File: src/hw/rtl/nwsp_pkg.sv
// shared types and constants for the negative-weight shortest path unit
package nwsp_pkg;

  // field widths
  localparam int VERT_W   = 5;
  localparam int WEIGHT_W = 16;
  localparam int DIST_W   = 24;
  localparam int POT_W    = 24;
  localparam int TD_W     = 25;
  localparam int EDGE_W   = 2 * VERT_W + WEIGHT_W;
  localparam int VCNT_W   = 6;
  localparam int PATH_D   = 32;
  localparam int LEN_W    = 6;

  // edge word layout: tail, head, weight
  localparam int TAIL_LSB = VERT_W + WEIGHT_W;
  localparam int HEAD_LSB = WEIGHT_W;

  // opcodes
  localparam logic [1:0] OP_CLEAR = 2'd0;
  localparam logic [1:0] OP_ADD   = 2'd1;
  localparam logic [1:0] OP_QUERY = 2'd2;

  // result status codes
  localparam logic [1:0] ST_OK      = 2'd0;
  localparam logic [1:0] ST_UNREACH = 2'd1;
  localparam logic [1:0] ST_NEGCYC  = 2'd2;
  localparam logic [1:0] ST_BAD     = 2'd3;

  // datapath commands
  typedef enum logic [4:0] {
    CMD_NONE,
    CMD_ACCEPT,
    CMD_SET_BAD,
    CMD_SET_NEGCYC,
    CMD_SET_UNREACH,
    CMD_BF_START,
    CMD_POT_CLEAR,
    CMD_PASS_START,
    CMD_PASS_NEXT,
    CMD_EDGE_READ,
    CMD_POT_READ,
    CMD_BF_RELAX,
    CMD_DJ_INIT,
    CMD_SCAN_START,
    CMD_SCAN_READ,
    CMD_SCAN_CMP,
    CMD_PICK,
    CMD_HEAD_READ,
    CMD_RELAX,
    CMD_PATH_READ,
    CMD_DIST,
    CMD_WALK,
    CMD_WALK_NEXT,
    CMD_EMIT_READ,
    CMD_EMIT_LOAD
  } cmd_t;

  // datapath status back to the controller
  typedef struct packed {
    logic bad;
    logic v_last;
    logic k_end;
    logic improve;
    logic pass_final;
    logic changed;
    logic scan_last;
    logic found;
    logic unreached;
    logic walk_done;
    logic out_last;
  } dp_stat_t;

endpackage

File: src/hw/rtl/nwsp_ctrl.sv
// sequencing state machine for load, bellman-ford, dijkstra and path output
module nwsp_ctrl (
  input  logic               clk,
  input  logic               rst_n,
  input  logic               in_valid,
  input  logic [1:0]         in_opcode,
  input  logic               out_stall,
  input  nwsp_pkg::dp_stat_t stat,
  output logic               in_stall,
  output logic               out_valid,
  output nwsp_pkg::cmd_t     cmd
);

  typedef enum logic [4:0] {
    S_IDLE,
    S_CHECK,
    S_BF_INIT,
    S_PASS_START,
    S_BF_EDGE,
    S_BF_POT,
    S_BF_UPD,
    S_PASS_END,
    S_SCAN_START,
    S_SCAN_RD,
    S_SCAN_CMP,
    S_PICK,
    S_DJ_EDGE,
    S_DJ_HEAD,
    S_DJ_RELAX,
    S_PATH_DIST,
    S_WALK,
    S_WALK_NEXT,
    S_EMIT_RD,
    S_EMIT_LOAD,
    S_OUT
  } state_t;

  state_t state_r, state_nxt;
  logic   out_valid_r, out_valid_nxt;

  // next state and command
  always_comb begin
    state_nxt     = state_r;
    out_valid_nxt = out_valid_r;
    cmd           = nwsp_pkg::CMD_NONE;
    unique case (state_r)
      S_IDLE: begin
        if (in_valid) begin
          cmd = nwsp_pkg::CMD_ACCEPT;
          if (in_opcode == nwsp_pkg::OP_QUERY) begin
            state_nxt = S_CHECK;
          end
        end
      end
      S_CHECK: begin
        if (stat.bad) begin
          cmd           = nwsp_pkg::CMD_SET_BAD;
          state_nxt     = S_OUT;
          out_valid_nxt = 1'b1;
        end else begin
          cmd       = nwsp_pkg::CMD_BF_START;
          state_nxt = S_BF_INIT;
        end
      end
      S_BF_INIT: begin
        cmd = nwsp_pkg::CMD_POT_CLEAR;
        if (stat.v_last) begin
          state_nxt = S_PASS_START;
        end
      end
      S_PASS_START: begin
        cmd       = nwsp_pkg::CMD_PASS_START;
        state_nxt = S_BF_EDGE;
      end
      S_BF_EDGE: begin
        if (stat.k_end) begin
          state_nxt = S_PASS_END;
        end else begin
          cmd       = nwsp_pkg::CMD_EDGE_READ;
          state_nxt = S_BF_POT;
        end
      end
      S_BF_POT: begin
        cmd       = nwsp_pkg::CMD_POT_READ;
        state_nxt = S_BF_UPD;
      end
      S_BF_UPD: begin
        if (stat.improve && stat.pass_final) begin
          cmd           = nwsp_pkg::CMD_SET_NEGCYC;
          state_nxt     = S_OUT;
          out_valid_nxt = 1'b1;
        end else begin
          cmd       = nwsp_pkg::CMD_BF_RELAX;
          state_nxt = S_BF_EDGE;
        end
      end
      S_PASS_END: begin
        if (stat.changed) begin
          cmd       = nwsp_pkg::CMD_PASS_NEXT;
          state_nxt = S_PASS_START;
        end else begin
          cmd       = nwsp_pkg::CMD_DJ_INIT;
          state_nxt = S_SCAN_START;
        end
      end
      S_SCAN_START: begin
        cmd       = nwsp_pkg::CMD_SCAN_START;
        state_nxt = S_SCAN_RD;
      end
      S_SCAN_RD: begin
        cmd       = nwsp_pkg::CMD_SCAN_READ;
        state_nxt = S_SCAN_CMP;
      end
      S_SCAN_CMP: begin
        cmd       = nwsp_pkg::CMD_SCAN_CMP;
        state_nxt = stat.scan_last ? S_PICK : S_SCAN_RD;
      end
      S_PICK: begin
        if (stat.found) begin
          cmd       = nwsp_pkg::CMD_PICK;
          state_nxt = S_DJ_EDGE;
        end else if (stat.unreached) begin
          cmd           = nwsp_pkg::CMD_SET_UNREACH;
          state_nxt     = S_OUT;
          out_valid_nxt = 1'b1;
        end else begin
          cmd       = nwsp_pkg::CMD_PATH_READ;
          state_nxt = S_PATH_DIST;
        end
      end
      S_DJ_EDGE: begin
        if (stat.k_end) begin
          state_nxt = S_SCAN_START;
        end else begin
          cmd       = nwsp_pkg::CMD_EDGE_READ;
          state_nxt = S_DJ_HEAD;
        end
      end
      S_DJ_HEAD: begin
        cmd       = nwsp_pkg::CMD_HEAD_READ;
        state_nxt = S_DJ_RELAX;
      end
      S_DJ_RELAX: begin
        cmd       = nwsp_pkg::CMD_RELAX;
        state_nxt = S_DJ_EDGE;
      end
      S_PATH_DIST: begin
        cmd       = nwsp_pkg::CMD_DIST;
        state_nxt = S_WALK;
      end
      S_WALK: begin
        cmd       = nwsp_pkg::CMD_WALK;
        state_nxt = stat.walk_done ? S_EMIT_RD : S_WALK_NEXT;
      end
      S_WALK_NEXT: begin
        cmd       = nwsp_pkg::CMD_WALK_NEXT;
        state_nxt = S_WALK;
      end
      S_EMIT_RD: begin
        cmd       = nwsp_pkg::CMD_EMIT_READ;
        state_nxt = S_EMIT_LOAD;
      end
      S_EMIT_LOAD: begin
        cmd           = nwsp_pkg::CMD_EMIT_LOAD;
        state_nxt     = S_OUT;
        out_valid_nxt = 1'b1;
      end
      S_OUT: begin
        if (!out_stall) begin
          out_valid_nxt = 1'b0;
          state_nxt     = stat.out_last ? S_IDLE : S_EMIT_RD;
        end
      end
      default: begin
        state_nxt     = S_IDLE;
        out_valid_nxt = 1'b0;
      end
    endcase
  end

  // state and registered valid
  always_ff @(posedge clk) begin
    if (!rst_n) begin
      state_r     <= S_IDLE;
      out_valid_r <= 1'b0;
    end else begin
      state_r     <= state_nxt;
      out_valid_r <= out_valid_nxt;
    end
  end

  assign in_stall  = (state_r != S_IDLE);
  assign out_valid = out_valid_r;

endmodule
File: config.mk
export PLATFORM = sky130hd
export DESIGN_NAME = nwsp_ctrl
export DESIGN_NICKNAME = d
export VERILOG_FILES = /design/src/hw/rtl/nwsp_pkg.sv /design/src/hw/rtl/nwsp_ctrl.sv
export SDC_FILE = /design/constraint.sdc
export NUM_CORES = 1
export LEC_CHECK = 0
export BUFFER_PORTS_ARGS = -buffer_cell sky130_fd_sc_hd__clkbuf_2
export CAP_MARGIN = 30
export CORE_MARGIN = 1
export CORE_UTILIZATION = 40
export CTS_BUF_LIST = sky130_fd_sc_hd__clkbuf_16
export DETAILED_ROUTE_END_ITERATION = 6
export SYNTH_ARGS = -nofsm -noshare
export SYNTH_HDL_FRONTEND = slang
export SYNTH_SLANG_ARGS = --single-unit
File: constraint.sdc
create_clock -name clk -period 2.8 [get_ports clk]
set_input_delay 0.14 -clock clk [delete_from_list [all_inputs] [get_ports clk]]
set_output_delay 0.14 -clock clk [all_outputs]
set_load 0.02 [all_outputs]
==> flow_metrics.env <==
export IMPL_hold_depth=3
export IMPL_power_leakage_nw=0.417
export IMPL_maxCapViolCount=0
export IMPL_period_minus_slack_ps=2330
export IMPL_layout_common_cells="23 x clkbuf_2, 12 x o21ai_0, 11 x a21oi_1, 11 x nor2_1, 9 x nand2_1"
export IMPL_synth_edf_count=0
export IMPL_cts_buffer_depth=2
export IMPL_rrSetupSlack_ps=750
export IMPL_tightest_slew_ps=818
export IMPL_post_dp_cell_area_um2=1010
export IMPL_critPathMaxFanout=26
export IMPL_crit_arrival_ps=2190
export IMPL_coreArea_um2=2040
export IMPL_switching_share_pct=39.2
export IMPL_r2r_start="state_r[3]"
export IMPL_postLayoutCellArea_um2=1080
export IMPL_nets=173
export IMPL_ys_seq_area_share_pct=13.3
export IMPL_crit_buf_inv=1
export IMPL_grt_pass1_vias=995
export IMPL_crit_slowest_cell="dfxtp_1"
export IMPL_cp_top_family="flip-flops"
export IMPL_r2r_end="out_valid"
export IMPL_tritoncts="built"
export IMPL_hp_start="out_stall"
export IMPL_status="finished clean"
export IMPL_grtUsageTotal_pct=24.2
export IMPL_p_per_area_nw_per_um2=618
export IMPL_syn_to_final_growth_pct=19.5
export IMPL_n_fill_cell=209
export IMPL_gp_congestion=0.910
export IMPL_mostFrequentLayoutCell="clkbuf_2"
export IMPL_cts_sinks=6
export IMPL_die_area_um2=2460
export IMPL_drv_slew=0
export IMPL_ant_nets=0
export IMPL_initial_core_util_pct=44.4
export IMPL_hp_class="in2reg"
export IMPL_path_class="reg2out"
export IMPL_worstRegToRegCells=5
export IMPL_synthesis_nets=155
export IMPL_hpwl_um=2070
export IMPL_finalCritPeriodShare_pct=83.2
export IMPL_yosysWarningCount=0
export IMPL_path_cells="nand2b_1, a41o_1, a21oi_1, o21ai_0, clkbuf_2"
export IMPL_drive_above_1_share_pct=21.4
export IMPL_cts_root_buf="clkbuf_16"
export IMPL_skew_ps=1.08
export IMPL_seq_area_um2=120
export IMPL_hold_buffers=0
export IMPL_seqPwrFrac_pct=21.8
export IMPL_synthArstFlopShare_pct=0
export IMPL_grt_pass1_wl_um=4640
export IMPL_die_h_um=49.6
export IMPL_tns_ps=0
export IMPL_crit_path_max_incr_delay_ps=840
export IMPL_hold_end="state_r[4]"
export IMPL_synth_top_flop_cell="dfxtp_1"
export IMPL_drc=0
export IMPL_placed_cells=178
export IMPL_multi_input_area_um2=693
export IMPL_fp_row_count=16
export IMPL_wl_um=2800
export IMPL_setup_viol=0
export IMPL_grt_overflow=0
export IMPL_crit_required_ps=2660
export IMPL_ir_worst_vdd_mv=0.563
export IMPL_num_antenna_cells=0
export IMPL_clk_pin_slew_ps=30
export IMPL_synthDistinctLibCells=41
export IMPL_clkPwrFrac_pct=34.4
export IMPL_ctsResizeCount=0
export IMPL_p_sw_mw=0.262
export IMPL_cts_htree_levels=1
export IMPL_finalHoldViolations=0
export IMPL_drt_pass1_iter_count=4
export IMPL_syn_area_um2=906
export IMPL_antenna_found_initial=0
export IMPL_post_cts_buffers=0
export IMPL_rsz0062_at_grt="no"
export IMPL_synth_cells=138
export IMPL_routedWlPerCell_um=15.4
export IMPL_whs_ps=211
export IMPL_cp_start_kind="flip-flop"
export IMPL_numCtsBuffers=3
export IMPL_initialDrtViolationCount=84
export IMPL_clock_fmax_mhz=429
export IMPL_avgSynthCellArea_um2=6.56
export IMPL_endpoint_kind="output port"
export IMPL_io_buffers=23
export IMPL_combPwrFrac_pct=43.8
export IMPL_vias=1160
export IMPL_clkLatencyLatePin_ps=230
export IMPL_power_internal_mw=0.406
export IMPL_grt_max_degree=27
export IMPL_vias_per_cell=6.41
export IMPL_ys_seq_elements=6
export IMPL_pin_count=24
export IMPL_die_w_um=49.6
export IMPL_finalNonFillerCells=181
export IMPL_slew_headroom_pct=45.4
[cell usage after synthesis, types with 4 or more instances]
| library cell | instances | share of area [%] |
|---|---|---|
| a211oi_1 | 4 | 3.3 |
| a21oi_1 | 11 | 6.1 |
| a31oi_1 | 4 | 2.8 |
| buf_2 | 11 | 6.1 |
| dfxtp_1 | 6 | 13 |
| inv_1 | 5 | 2.1 |
| nand2_1 | 9 | 3.7 |
| nand2b_1 | 7 | 4.8 |
| nor2_1 | 11 | 4.6 |
| nor2b_1 | 5 | 3.5 |
| nor3_1 | 6 | 3.3 |
| o21ai_0 | 12 | 6.6 |
| o22ai_1 | 5 | 3.5 |
[worst reg2reg max path, delay by kind of cell (launching register included)]
family / cells / cell delay, ps
AND/OR/NAND/NOR: 3 / 550
flip-flops: 1 / 840
AO/OA/AOI/OAI: 2 / 540
[layer usage]
| layer | GRT usage, % | share of wire [%] |
|---|---|---|
| met1 | 33.6 | 45 |
| met4 | 5.24 | 1.3 |
| met5 | 0 | 0 |
| met2 | 37.6 | 46 |
| met3 | 5.56 | 8.3 |
[registers in the layout (all words and copies together) (netlist names)]
signal     cells
out_valid      1
state_r        5
[cell families after synthesis]
family / after synthesis / synth area share [%]
buf+inv: 19 / 10.2
mux: 1 / 1.11
simple gates: 55 / 33.6
xor+xnor: 1 / 0.967
flops: 6 / 13.3
compound gates: 56 / 40.9
[power by group through the flow]
stage               registers (mW)  clock network (mW)  logic (mW)
global placement             0.145                   0       0.289
floorplan                    0.112                   0       0.241
CTS                          0.143               0.230       0.291
detailed placement           0.145                   0       0.289
global route                 0.151               0.240       0.320
finish                       0.146               0.230       0.293
[metrics by stage]
step / worst slack [ps] / power [mW] / utilization, %
5_1_grt: 288 / 0.710 / 53.0
6_report: 470 / 0.669 / 53.0
3_3_place_gp: 722 / 0.434 / 49.3
4_1_cts: 493 / 0.665 / 53.0
3_5_place_dp: 713 / 0.434 / 49.3
2_1_floorplan: 1100 / 0.353 / -
[worst max-delay path by stage]
| stage | from | to | cells after the start |
|---|---|---|---|
| global route | state_r[3] | cmd[0] | 5 |
| finish | state_r[3] | cmd[2] | 5 |
| CTS | state_r[3] | cmd[2] | 5 |
| detailed placement | state_r[3] | cmd[2] | 5 |
| global placement | state_r[3] | cmd[2] | 5 |
| floorplan | state_r[3] | cmd[0] | 4 |
[final cells by class]
cell class,instances,share of cell area (%)
Multi-Input combinational cell,113,64.0
Timing Repair Buffer,26,12.7
Sequential cell,6,11.1
Clock buffer,3,6.94
Tap cell,27,3.12
Inverter,6,2.08
(Power assumes the default switching activity.)
